<file path="src/hw/rtl/rpn_pkg.sv">
`default_nettype none
package rpn_pkg;

    localparam int STACK_DEPTH_DEF = 128;
    localparam int DATA_W          = 32;
    localparam int OP_W            = 3;
    localparam int ST_W            = 3;
    localparam int DEPTH_W         = 8;
    localparam int DIV_CNT_W       = $clog2(DATA_W);

    localparam logic [OP_W-1:0] OP_PUSH = 3'd0;
    localparam logic [OP_W-1:0] OP_POP  = 3'd1;
    localparam logic [OP_W-1:0] OP_ADD  = 3'd2;
    localparam logic [OP_W-1:0] OP_SUB  = 3'd3;
    localparam logic [OP_W-1:0] OP_MUL  = 3'd4;
    localparam logic [OP_W-1:0] OP_DIV  = 3'd5;

    localparam logic [ST_W-1:0] ST_OK      = 3'd0;
    localparam logic [ST_W-1:0] ST_EMPTY   = 3'd1;
    localparam logic [ST_W-1:0] ST_FULL    = 3'd2;
    localparam logic [ST_W-1:0] ST_FEW     = 3'd3;
    localparam logic [ST_W-1:0] ST_DIVZERO = 3'd4;

    typedef enum logic [3:0] {
        S_IDLE,
        S_DECODE,
        S_RD_T,
        S_RD_N,
        S_EXEC,
        S_DIV,
        S_DIV_FIN,
        S_WB,
        S_RESP
    } t_state;

    typedef struct packed {
        logic            latch_in;
        logic            set_status;
        logic [ST_W-1:0] status;
        logic            push;
        logic            rd_next;
        logic            latch_t;
        logic            latch_n;
        logic            pop;
        logic            alu;
        logic            div_start;
        logic            div_step;
        logic            div_fin;
        logic            wb;
        logic            load_out;
    } t_dp_cmd;

    typedef struct packed {
        logic [OP_W-1:0] opcode;
        logic            full;
        logic            empty;
        logic            few;
        logic            n_zero;
        logic            div_last;
        logic            out_free;
    } t_dp_sts;

endpackage
`default_nettype wire

</file>
<file path="src/hw/rtl/rpn_ctrl.sv">
`default_nettype none
module rpn_ctrl
    import rpn_pkg::*;
(
    input  wire logic    i_clk,
    input  wire logic    i_rst_n,
    input  wire logic    i_in_valid,
    output logic         o_in_ready,
    input  wire t_dp_sts i_sts,
    output t_dp_cmd      o_cmd
);

    t_state r_state;
    t_state n_state;
    logic   is_arith;

    assign is_arith = i_sts.opcode inside {[OP_ADD:OP_DIV]};

    always_ff @(posedge i_clk) begin
        if (!i_rst_n) begin
            r_state <= S_IDLE;
        end else begin
            r_state <= n_state;
        end
    end

    always_comb begin
        n_state = r_state;
        case (r_state)
            S_IDLE: begin
                if (i_in_valid) begin
                    n_state = S_DECODE;
                end
            end
            S_DECODE: begin
                case (i_sts.opcode)
                    OP_PUSH: n_state = S_RESP;
                    OP_POP:  n_state = i_sts.empty ? S_RESP : S_RD_T;
                    default: begin
                        if (is_arith && !i_sts.few) begin
                            n_state = S_RD_T;
                        end else begin
                            n_state = S_RESP;
                        end
                    end
                endcase
            end
            S_RD_T: n_state = (i_sts.opcode == OP_POP) ? S_RESP : S_RD_N;
            S_RD_N: n_state = S_EXEC;
            S_EXEC: begin
                if (i_sts.opcode == OP_DIV) begin
                    n_state = i_sts.n_zero ? S_RESP : S_DIV;
                end else begin
                    n_state = S_WB;
                end
            end
            S_DIV: begin
                if (i_sts.div_last) begin
                    n_state = S_DIV_FIN;
                end
            end
            S_DIV_FIN: n_state = S_WB;
            S_WB:      n_state = S_RESP;
            S_RESP: begin
                if (i_sts.out_free) begin
                    n_state = S_IDLE;
                end
            end
            default: n_state = S_IDLE;
        endcase
    end

    always_comb begin
        o_cmd      = '0;
        o_cmd.status = ST_OK;
        o_in_ready = 1'b0;
        case (r_state)
            S_IDLE: begin
                o_in_ready     = 1'b1;
                o_cmd.latch_in = i_in_valid;
            end
            S_DECODE: begin
                o_cmd.set_status = 1'b1;
                case (i_sts.opcode)
                    OP_PUSH: begin
                        o_cmd.status = i_sts.full ? ST_FULL : ST_OK;
                        o_cmd.push   = !i_sts.full;
                    end
                    OP_POP: begin
                        o_cmd.status = i_sts.empty ? ST_EMPTY : ST_OK;
                    end
                    default: begin
                        // unused opcodes fall through as a no-op with status ok
                        if (is_arith) begin
                            o_cmd.status = i_sts.few ? ST_FEW : ST_OK;
                        end
                    end
                endcase
            end
            S_RD_T: begin
                o_cmd.latch_t = 1'b1;
                if (i_sts.opcode == OP_POP) begin
                    o_cmd.pop = 1'b1;
                end else begin
                    o_cmd.rd_next = 1'b1;
                end
            end
            S_RD_N: o_cmd.latch_n = 1'b1;
            S_EXEC: begin
                if (i_sts.opcode == OP_DIV) begin
                    if (i_sts.n_zero) begin
                        o_cmd.set_status = 1'b1;
                        o_cmd.status     = ST_DIVZERO;
                    end else begin
                        o_cmd.div_start = 1'b1;
                    end
                end else begin
                    o_cmd.alu = 1'b1;
                end
            end
            S_DIV:     o_cmd.div_step = 1'b1;
            S_DIV_FIN: o_cmd.div_fin  = 1'b1;
            S_WB:      o_cmd.wb       = 1'b1;
            S_RESP:    o_cmd.load_out = i_sts.out_free;
            default: ;
        endcase
    end

endmodule
`default_nettype wire

</file>
<file path="config.mk">
export PLATFORM = sky130hd
export DESIGN_NAME = rpn_ctrl
export DESIGN_NICKNAME = d
export VERILOG_FILES = /design/src/hw/rtl/rpn_pkg.sv /design/src/hw/rtl/rpn_ctrl.sv
export SDC_FILE = /design/constraint.sdc
export NUM_CORES = 1
export LEC_CHECK = 0
export BUFFER_PORTS_ARGS = -buffer_cell sky130_fd_sc_hd__buf_2
export CELL_PAD_IN_SITES_DETAIL_PLACEMENT = 0
export CELL_PAD_IN_SITES_GLOBAL_PLACEMENT = 1
export CORE_MARGIN = 2
export CORE_UTILIZATION = 30
export CTS_BUF_LIST = sky130_fd_sc_hd__clkbuf_2 sky130_fd_sc_hd__clkbuf_4 sky130_fd_sc_hd__clkbuf_8
export CTS_CLUSTER_DIAMETER = 50
export DETAILED_ROUTE_END_ITERATION = 12
export PLACE_DENSITY = 0.88
export SYNTH_ARGS = -nofsm -noshare
export SYNTH_HDL_FRONTEND = slang
export SYNTH_SLANG_ARGS = --single-unit
</file>
<file path="constraint.sdc">
create_clock -name i_clk -period 1.9 [get_ports i_clk]
set_input_delay 0.19 -clock i_clk [delete_from_list [all_inputs] [get_ports i_clk]]
set_output_delay 0.19 -clock i_clk [all_outputs]
set_load 0.05 [all_outputs]
</file>
### Word-level counts from Yosys, hierarchy flattened

Cells that the tools add are included.

* memories: 0
* register bits after elaboration: 4
* memory bits (read-only): 0
* RAM bits: 0
* word-level logic and storage cells: 58
* latch bits: 0

* bitwise logic cells: 0
* shift operators: 0
* divide/modulo/power cells: 0
* multipliers: 0
* muxes and demuxes: 35
* order comparisons: 2
* add/subtract/negate cells: 0
* equality and inequality tests: 13
* reductions and logical operators: 7

Operator list (count)
* 4-bit 2-to-1 mux: 10
* 4-bit case mux with 9 select lines: 1
* 4-bit by 3-bit equality test with 1-bit output, second input constant: 4
* 1-bit 2-to-1 mux: 16
* 4-bit case mux with 2 select lines: 2
* 2-bit 2-to-1 mux: 5
* 4-bit by 2-bit equality test with 1-bit output, second input constant: 2
* 2-bit inequality test, second input constant: 3
* 3-bit case mux with 2 select lines: 1
* 4-bit by 1-bit equality test with 1-bit output, second input constant: 1
* 4-bit equality test, second input constant: 1
* 4-bit logical NOT: 1
* 3-bit by 1-bit equality test with 1-bit output, second input constant: 1
* 3-bit equality test, second input constant: 1
* 3-bit by 2-bit >= comparator with 1-bit output, second input constant: 1
* 3-bit <= comparator, second input constant: 1
* 3-bit logical NOT: 1
* 3-bit AND reduction: 1
* 1-bit logical AND: 2
* 1-bit logical NOT: 2

### Logic depth before layout (Yosys ltp)

Gate-level depths: netlist of run 1.

* depth in word-level cells: 6
* depth in mapped cells: 5
* depth with buffers taken out: 4

### Least setup slack after synthesis of run 1

No wires, ideal clock.

* path type: register to output
* start point: register r_state[1]
* end point: output o_cmd[15] (netlist bit)
* slack: -0.957 ns
* stages on the path, launching flop included: 4
* arrival: 2.667 ns
* buffers on the path: 1
* cells stage by stage: dfxtp_1 > buf_2 > nor4_1 > and2_1

RTL lines
* start, declared: line rpn_ctrl.sv:13 `t_state r_state;`
* start signal, assigned: line rpn_ctrl.sv:23 `r_state <= n_state;`
* end, declared: line rpn_ctrl.sv:10 `output t_dp_cmd o_cmd`

==> results of run 1 <==
[cell usage in the layout, fill, tap and decap left out, types with 2 or more instances in the layout]
master / synthesis / layout
sky130_fd_sc_hd__buf_4: 0 / 6
sky130_fd_sc_hd__nand2_1: 5 / 5
sky130_fd_sc_hd__dfxtp_1: 4 / 4
sky130_fd_sc_hd__nor2_1: 8 / 6
sky130_fd_sc_hd__a21oi_2: 0 / 2
sky130_fd_sc_hd__or4b_4: 1 / 2
sky130_fd_sc_hd__nand2b_1: 2 / 2
sky130_fd_sc_hd__inv_1: 2 / 2
sky130_fd_sc_hd__nor2b_1: 3 / 3
sky130_fd_sc_hd__nor3_2: 1 / 3
sky130_fd_sc_hd__o21ai_1: 2 / 2
sky130_fd_sc_hd__nor2_2: 0 / 2
sky130_fd_sc_hd__buf_2: 3 / 25
sky130_fd_sc_hd__clkbuf_4: 0 / 3
sky130_fd_sc_hd__o21ai_0: 3 / 3
sky130_fd_sc_hd__nor3b_1: 5 / 4
sky130_fd_sc_hd__or4_1: 2 / 2
[stage by stage]
step / setup WS (ns) / hold WS (ns) / power (mW) / util, % / std cells
finish: 0.0438 / 0.201 / 0.408 / 44.5 / 127
detailed placement: 0.233 / 0.435 / 0.290 / 42.3 / 124
global placement: 0.252 / 0.433 / 0.288 / 42.3 / 124
floorplan: -0.324 / 0.305 / 0.248 / - / 74
CTS: 0.0175 / 0.201 / 0.404 / 43.9 / 127
global route: 0.000762 / 0.218 / 0.425 / 44.5 / 127
[layout make-up]
cell class,instances,share of cell area [%]
clock buffers,3,2.97
inverters,2,0.988
multi-input cells,61,57.5
flip-flops and latches,4,10.5
well taps,25,4.12
repair buffers,32,23.9
[logic make-up after synthesis]
kind of cell,after synthesis,synth area share (%)
flops,4,14.8
simple gates,45,53.1
mux,1,1.86
compound gates,15,19.0
buf+inv,9,11.1
[per-layer routing]
layer,vias to the layer above,part of all wire (%),GRT usage (%)
met1,299,43,18.8
li1,327,-,-
met2,27,48,25.6
met4,0,1.6,8.57
met5,-,0,0
met3,3,7.6,2.75
[worst max-delay path by stage]
stage | startpoint | endpoint | slack, ns | cells after the start
6_report | r_state[3] | o_cmd[13] | 0.04 | 4
5_1_grt | r_state[1] | o_cmd[6] | 0.0008 | 5
4_1_cts | r_state[3] | o_cmd[12] | 0.02 | 3
3_5_place_dp | r_state[3] | o_cmd[14] | 0.23 | 4
3_3_place_gp | r_state[3] | o_cmd[14] | 0.25 | 4
2_1_floorplan | r_state[1] | o_cmd[15] | -0.32 | 3
[timing repair]
action                     in CTS  in global routing
setup endpoints to repair       2                  5
resized for setup               2                  4
pin swaps                       0                  0
[power by group]
| group | total [mW] | switching (mW) | internal [mW] |
|---|---|---|---|
| combinational | 0.200 | 0.129 | 0.0704 |
| sequential | 0.0962 | 0.00584 | 0.0903 |
| clock | 0.113 | 0.0414 | 0.0711 |
[worst max-delay path, cell delays in order, from the launching register on]
cell and delay, ns:
sky130_fd_sc_hd__dfxtp_1 0.33, sky130_fd_sc_hd__or4b_4 0.57, sky130_fd_sc_hd__or2_4 0.28, sky130_fd_sc_hd__inv_1 0.05, sky130_fd_sc_hd__buf_4 0.18
==> metrics.md, run 1 <==
| Metric | Value |
|---|---|
| Fin. max-slew vios | 0 |
| Clock Latency Late Sink | 0.25 ns |
| Final setup TNS | 0 ns |
| Flip-flop count of the largest register after layout | 4 |
| Dominant cell by count in the synthesized netlist | sky130_fd_sc_hd__nor2_1 |
| Area taken by multi-input logic gates | 437 um2 |
| Share of flip-flops with an asynchronous set or reset after synthesis | 0% |
| Hold Path Depth | 3 |
| Final GP Congestion | 0.814 |
| Number of flip-flops and latches in the synthesized netlist | 4 |
| Share of post-route cells with drive strength above 1 | 50.0% |
| Number of iterations in the first detailed-routing pass | 4 |
| Worst path required time | 1.71 ns |
| Fmax achieved | 539 MHz |
| Total clock buffers created by CTS | 3 |
| Rel. slew slack | 62.3% |
| Number of failing hold endpoints at the final stage | 0 |
| Number of I/O pins | 29 |
| Total Routed Length | 1.48 mm |
| Endpoint with the worst hold slack | r_state[0] |
| Cell area after synthesis | 539 um2 |
| Setup violation total in the final timing report | 0 |
| Pwr/cell area | 538 nW/um2 |
| Data arrival, critical path | 1.67 ns |
| Count of hold-fix buffers inserted at cts | 0 |
| Post-DP HPWL | 1.17 mm |
| Synth area leaders | sky130_fd_sc_hd__dfxtp_1, sky130_fd_sc_hd__nor3b_1, sky130_fd_sc_hd__buf_6 |
| Sort of element at the end of the critical path | output port |
| Floorplan die area | 2150 um2 |
| Outcome | finished clean |
| Fin crit period | 1.86 ns |
| Reg-to-reg slack, setup | 0.46 ns |
| Setup repair after global routing missed its margin | true |
| Slew at the pin closest to its max-slew limit | 0.559 ns |
| Top flip-flop cell by instance count after synthesis | sky130_fd_sc_hd__dfxtp_1 |
| Mean Syn Cell Area | 7.29 um2 |
| Clock tree from TritonCTS | yes |
| Class of the tightest hold or removal check | in2reg |
| Clock Tree Buf Depth | 2 |
| Vias in the first global route | 548 |
| Worst Path Class, Setup | reg2out |
| Largest area contributor in the netlist | sky130_fd_sc_hd__dfxtp_1 |
| Largest vdd supply drop | 0.193 mV |
| LEAKAGE | 0.352 nW |
| Syn nets | 86 |
| Number of enable flip-flop cells after synthesis | 0 |
| Syn. warnings | 0 |
| Number of nets at the end of the flow | 116 |
| X dimension of the die | 46.4 um |
| Top Registers | r_state x4 |
| Quantity of I/O buffers inserted on ports | 28 |
| Portion of synthesized cell area occupied by the leading cell type | 14.8% |
| Post-route fraction of the period consumed by the critical path | 97.7% |
| Clock transition at the registers of the reported paths | 0.04 ns |
| Largest clock skew in the final design | 0.00345 ns |
| Reg2Reg Capture Point | r_state[3] |
| Most frequent cells after synthesis | sky130_fd_sc_hd__nor2_1, sky130_fd_sc_hd__nand2_1, sky130_fd_sc_hd__nor3b_1 |
| Effective utilization at floorplan | 31.6% |
| Count of unresolved DRC violations after routing | 0 |
| Global Route Usage Sum | 15.5% |
| Number of different library cells in the post-synthesis netlist | 40 |
| Via density per instance | 5.17 |
| Max-cap violations | 0 |
| Root buffer cell | sky130_fd_sc_hd__clkbuf_4 |
| Number of antenna-violating nets in the routed design | 0 |
| Post-Place Cell Area | 722 um2 |
| Wire length of the first global-routing pass | 2.38 mm |
| Clock sink count | 4 |
| Maximum number of pins on one net before global-route repair | 15 |
| Number of antenna violations at the first check in global routing | 0 |
| Sequential fraction of the synthesis area | 14.8% |
| Startpoint kind of the worst setup timing path | register |
| DRC marker count from the first detailed-route iteration | 3 |
| Antenna Cells | 0 |
| Global-route congestion overflow total | 0 |
| Post-CTS repair timing setup buffer count | 0 |
| Average wire per cell in the routed design | 11.6 um |
| Gate Count Post-Synth | 74 |
| Chip Height | 46.4 um |
| Row cnt | 15 |
| Max Fanout on Critical Path | 5 |
| Top reg by flops | r_state |
| Final std cell area, no fill | 759 um2 |
| Clock H-tree levels | 1 |
| FF-to-FF path depth | 4 |
| Startpoint of the lowest-slack register-to-register path | r_state[3] |
| Fill cell instance count of the final layout | 171 |
| Area of the core region | 1710 um2 |
| Overall via count from detail_route | 656 |
| Origin of the worst min-delay path | i_rst_n |
| Layout overhead on the synthesized area | 40.8% |
| Total area of sequential cells | 80.1 um2 |
Note: power is estimated with default switching activity, not from simulation.
==> run 2, diff against run 1 <==
==> constraint.sdc (replaced) <==
create_clock -name i_clk -period 1.9 [get_ports i_clk]
set_input_delay 0.095 -clock i_clk [delete_from_list [all_inputs] [get_ports i_clk]]
set_output_delay 0.095 -clock i_clk [all_outputs]
set_load 0.05 [all_outputs]
==> metrics.md, run 2 (same netlist as run 1, synthesis figures left out) <==
| Metric | Value |
|---|---|
| Fill cell instance count of the final layout | 181 |
| Pwr/cell area | 543 nW/um2 |
| Final setup TNS | 0 ns |
| Sort of element at the end of the critical path | output port |
| Most frequent cells in the layout | sky130_fd_sc_hd__buf_2, sky130_fd_sc_hd__nor2_1, sky130_fd_sc_hd__nor3b_1, sky130_fd_sc_hd__nand2_1, sky130_fd_sc_hd__buf_4 |
| LEAKAGE | 0.342 nW |
| Net Sw Power | 0.168 mW |
| CP cell instances | or4b_4 -> or2_4 -> nand2_1 -> buf_4 |
| Number of I/O pins | 29 |
| Share of post-route cells with drive strength above 1 | 47.0% |
| Final std cell area, no fill | 727 um2 |
| Maximum number of pins on one net before global-route repair | 16 |
| Largest vdd supply drop | 0.356 mV |
| Count of unresolved DRC violations after routing | 0 |
| Max Fanout on Critical Path | 15 |
| Fraction of power consumed by sequential logic | 26.1% |
| Number of antenna-violating nets in the routed design | 0 |
| Row cnt | 15 |
| Combinational share of power | 47.2% |
| Number of iterations in the first detailed-routing pass | 4 |
| Root buffer cell | sky130_fd_sc_hd__clkbuf_4 |
| Final GP Congestion | 0.868 |
| Clock Tree Buf Depth | 2 |
| DRC marker count from the first detailed-route iteration | 15 |
| Antenna Cells | 0 |
| Worst path required time | 1.80 ns |
| Post-Place Cell Area | 693 um2 |
| Post-route fraction of the period consumed by the critical path | 94.9% |
| P_int | 0.226 mW |
| Delay contributed by the slowest stage of the critical path | 0.56 ns |
| Clock sink count | 4 |
| Via density per instance | 5.14 |
| Total power consumption of the routed design | 0.394 mW |
| Post-DP HPWL | 1.14 mm |
| Area of the core region | 1710 um2 |
| Count of hold-fix buffers inserted at cts | 0 |
| Layout overhead on the synthesized area | 34.8% |
| Flip-flop count of the largest register after layout | 4 |
| Outcome | finished clean |
| Top reg by flops | r_state |
| Rel. slew slack | 66.4% |
| Clock transition at the registers of the reported paths | 0.04 ns |
| Clock H-tree levels | 1 |
| Critical-path top delay cell | sky130_fd_sc_hd__or4b_4 |
| Post-CTS repair timing setup buffer count | 0 |
| Number of failing hold endpoints at the final stage | 0 |
| Overall via count from detail_route | 643 |
| Chip Height | 46.4 um |
| Total clock buffers created by CTS | 3 |
| Effective utilization at floorplan | 31.6% |
| Global Route Usage Sum | 14.9% |
| Data arrival, critical path | 1.71 ns |
| Global-route congestion overflow total | 0 |
| Top Registers | r_state x4 |
| Class of the tightest hold or removal check | in2reg |
| Average wire per cell in the routed design | 11.9 um |
| X dimension of the die | 46.4 um |
| Number of antenna violations at the first check in global routing | 0 |
| Wire length of the first global-routing pass | 2.26 mm |
| Quantity of I/O buffers inserted on ports | 28 |
| Fin crit period | 1.80 ns |
| Switching power share of the total | 42.7% |
| Fin. max-slew vios | 0 |
| Total instance count after detailed placement | 122 |
| Floorplan die area | 2150 um2 |
| Setup violation total in the final timing report | 0 |
| Post-route non-filler standard cell count | 125 |
| Clock Latency Late Sink | 0.23 ns |
| Total Routed Length | 1.49 mm |
| Vias in the first global route | 506 |
| Clock network fraction of total power | 26.7% |
| Largest clock skew in the final design | 0.00266 ns |
| Leading cell type in the layout, fill and taps excluded | sky130_fd_sc_hd__buf_2 |
| Slew at the pin closest to its max-slew limit | 0.497 ns |
| Worst Path Class, Setup | reg2out |
| Setup repair after global routing missed its margin | false |
| Number of nets at the end of the flow | 114 |
| Max-cap violations | 0 |
| Fmax achieved | 555 MHz |
| Clock tree from TritonCTS | yes |
| Startpoint kind of the worst setup timing path | register |
-- run 2: cell types whose count changed in the layout (fill, tap and decap cells not counted), moves of 2 or more --
cell	previous run	this run
sky130_fd_sc_hd__dfxtp_1	4	2
sky130_fd_sc_hd__dfxtp_2	0	2
sky130_fd_sc_hd__nor2_2	2	0
sky130_fd_sc_hd__nor2_1	6	8
sky130_fd_sc_hd__buf_4	6	4
-- run 2: final cells by class --
class | count | area (um2) | share of cell area (%)
clock buffer | 3 | 22.5 | 3.10
inverter | 2 | 7.51 | 1.03
multi-input combinational | 61 | 423 | 58.2
sequential | 4 | 82.6 | 11.4
tap | 25 | 31.3 | 4.30
timing repair buffer | 30 | 160 | 22.0
-- run 2: power groups by stage --
stage          Sequential (mW)  Combinational (mW)  Clock [mW]
6_report                 0.103               0.186       0.105
5_1_grt                  0.104               0.200       0.115
4_1_cts                  0.101               0.185       0.108
3_5_place_dp             0.102               0.182           0
3_3_place_gp             0.102               0.181           0
2_1_floorplan           0.0945               0.151           0
-- run 2: final timing paths --
check	start	end	slack, ns	depth (start not counted)
worst min-delay path	i_rst_n	r_state[3]	0.12	2
worst min register to register	r_state[0]	r_state[0]	0.63	2
worst max register to register	r_state[1]	r_state[3]	0.41	4
worst max-delay path	r_state[1]	o_cmd[14]	0.1	4
-- run 2: repair_timing --
| action | 4_1_cts | 5_1_grt |
|---|---|---|
| cloned | 0 | 0 |
| endpoints found under the setup margin | 2 | 7 |
| gates resized for setup | 2 | 3 |
-- run 2: layer usage --
metal  vias to the layer above  track usage [%]  routed length, um
met5                         -                0                  0
li1                        323                -                  -
met4                         0             6.86                 16
met3                         2             2.35                 69
met2                        20             22.5                697
met1                       298             20.4                702
-- run 2: stage by stage --
step / utilization (%) / worst slack, ns / hold slack (ns)
CTS: 42.2 / 0.00127 / 0.123
floorplan: - / -0.229 / 0.210
finish: 42.6 / 0.0976 / 0.122
global route: 42.6 / 0.0493 / 0.123
global placement: 40.6 / 0.225 / 0.357
detailed placement: 40.6 / 0.200 / 0.364
-- run 2: worst max-delay path, delay by kind of cell, from the launching register on --
family	cells	cell delay (ns)
simple gates	3	0.89
buf+inv	1	0.19
flops	1	0.39
==> run 3, diff against run 2 <==
--- a/config.mk
+++ b/config.mk
@@ -5,7 +5,7 @@
 export SDC_FILE = /design/constraint.sdc
 export NUM_CORES = 1
 export LEC_CHECK = 0
-export BUFFER_PORTS_ARGS = -buffer_cell sky130_fd_sc_hd__buf_2
+export BUFFER_PORTS_ARGS = -buffer_cell sky130_fd_sc_hd__clkbuf_2
 export CELL_PAD_IN_SITES_DETAIL_PLACEMENT = 0
 export CELL_PAD_IN_SITES_GLOBAL_PLACEMENT = 1
 export CORE_MARGIN = 2
==> metrics.md, run 3 (same netlist as run 1, synthesis figures left out) <==
| Metric | Value |
|---|---|
| Global Route Usage Sum | 14.6% |
| Chip Height | 46.4 um |
| Layout overhead on the synthesized area | 36.0% |
| Count of unresolved DRC violations after routing | 0 |
| Maximum number of pins on one net before global-route repair | 15 |
| Fin. max-slew vios | 0 |
| Number of failing hold endpoints at the final stage | 0 |
| Most frequent cells in the layout | sky130_fd_sc_hd__clkbuf_2, sky130_fd_sc_hd__nor2_1, sky130_fd_sc_hd__nor3b_1, sky130_fd_sc_hd__nand2_1, sky130_fd_sc_hd__clkbuf_4 |
| Global-route congestion overflow total | 0 |
| Clock Tree Buf Depth | 2 |
| Slew at the pin closest to its max-slew limit | 0.466 ns |
| LEAKAGE | 0.337 nW |
| Flip-flop count of the largest register after layout | 4 |
| Row cnt | 15 |
| Root buffer cell | sky130_fd_sc_hd__clkbuf_4 |
| Max-cap violations | 0 |
| Via density per instance | 4.99 |
| Worst Path Class, Setup | reg2out |
| Max Fanout on Critical Path | 9 |
| Clock H-tree levels | 1 |
| Sort of element at the end of the critical path | output port |
| Number of antenna-violating nets in the routed design | 0 |
| Worst path top cell family by delay | simple AND/OR/NAND/NOR gates |
| Share of post-route cells with drive strength above 1 | 46.5% |
| Bufs and invs on worst path | 1 |
| Top Registers | r_state x4 |
| Clock Latency Late Sink | 0.24 ns |
| Area of the core region | 1710 um2 |
| Post-route fraction of the period consumed by the critical path | 95.8% |
| Post-CTS repair timing setup buffer count | 0 |
| Number of nets at the end of the flow | 115 |
| Startpoint kind of the worst setup timing path | register |
| Setup violation total in the final timing report | 0 |
| Final setup TNS | 0 ns |
| Effective utilization at floorplan | 31.6% |
| Antenna Cells | 0 |
| Total clock buffers created by CTS | 3 |
| Post-route non-filler standard cell count | 126 |
| Clock tree from TritonCTS | yes |
| Average wire per cell in the routed design | 11.3 um |
| Largest clock skew in the final design | 0.00264 ns |
| Total instance count after detailed placement | 123 |
| Total Routed Length | 1.43 mm |
| CP cell instances | or4b_4 -> or2_4 -> nand2_1 -> clkbuf_4 |
| Leading cell type in the layout, fill and taps excluded | sky130_fd_sc_hd__clkbuf_2 |
| Quantity of I/O buffers inserted on ports | 28 |
| Setup repair after global routing missed its margin | false |
| Delay contributed by the slowest stage of the critical path | 0.56 ns |
| Number of I/O pins | 29 |
| Vias in the first global route | 508 |
| Utilization after layout | 42.9% |
| Fin crit period | 1.82 ns |
| DRC marker count from the first detailed-route iteration | 8 |
| Data arrival, critical path | 1.72 ns |
| Final GP Congestion | 0.887 |
| Overall via count from detail_route | 629 |
| Critical-path top delay cell | sky130_fd_sc_hd__or4b_4 |
| Clock transition at the registers of the reported paths | 0.04 ns |
| Outcome | finished clean |
| Class of the tightest hold or removal check | in2reg |
| Number of iterations in the first detailed-routing pass | 4 |
| Clock sink count | 4 |
| Worst path required time | 1.80 ns |
| Pwr/cell area | 540 nW/um2 |
| Largest vdd supply drop | 0.327 mV |
| Post-DP HPWL | 1.18 mm |
| Floorplan die area | 2150 um2 |
| Number of antenna violations at the first check in global routing | 0 |
| Top reg by flops | r_state |
| Wire length of the first global-routing pass | 2.19 mm |
| X dimension of the die | 46.4 um |
| Rel. slew slack | 68.5% |
| Fmax achieved | 549 MHz |
-- run 3: changes by cell type in the layout (fill, tap and decap cells not counted) --
cell | previous run | this run
sky130_fd_sc_hd__buf_2 | 26 | 0
sky130_fd_sc_hd__clkbuf_2 | 0 | 26
sky130_fd_sc_hd__clkbuf_4 | 3 | 5
sky130_fd_sc_hd__dfxtp_2 | 2 | 1
sky130_fd_sc_hd__dfxtp_1 | 2 | 3
sky130_fd_sc_hd__buf_4 | 4 | 3
-- run 3: through the flow --
stage | hold slack [ns] | cell area (um2) | setup WS (ns) | power [mW]
detailed placement | 0.341 | 701 | 0.237 | 0.284
finish | 0.0959 | 733 | 0.0801 | 0.396
global placement | 0.346 | 701 | 0.261 | 0.283
CTS | 0.0917 | 728 | 0.0207 | 0.397
floorplan | 0.210 | 559 | -0.229 | 0.245
global route | 0.0888 | 733 | 0.0123 | 0.426
-- run 3: routing by layer --
layer	routed length, um	global-route usage (%)
met1	676	18.3
met4	18	6.86
met2	675	23.3
met5	0	0
met3	60	3.53
-- run 3: final timing paths --
path	startpoint	end	slack [ns]	cells after the start
setup reg to reg	r_state[1]	r_state[3]	0.44	4
setup / recovery	r_state[1]	o_cmd[14]	0.08	4
hold reg to reg	r_state[0]	r_state[0]	0.65	2
hold / removal	i_rst_n	r_state[3]	0.1	2
-- run 3: worst register-to-register path: cells and delay by family, from the launching register on --
family,cells,cell delay [ns]
AO/OA/AOI/OAI,2,0.20
flip-flops,1,0.37
AND/OR/NAND/NOR,2,0.84
-- run 3: final cells by class --
class                           instances  area, um2
Multi-Input combinational cell         61        423
Timing Repair Buffer                   31        168
Fill cell                             179        975
Sequential cell                         4       81.3
Inverter                                2       7.51
Clock buffer                            3       22.5
Tap cell                               25       31.3
-- run 3: power breakdown --
| group | switching [mW] | internal (mW) | total [mW] |
|---|---|---|---|
| clock | 0.0377 | 0.0708 | 0.109 |
| sequential | 0.00995 | 0.0907 | 0.101 |
| combinational | 0.122 | 0.0646 | 0.187 |
| total | 0.170 | 0.226 | 0.396 |
-- run 3: what timing repair did --
action / 4_1_cts / 5_1_grt
hold buffers: 0 / 0
cloned: 0 / 0
setup endpoints to repair: 2 / 5
resized for setup: 2 / 2
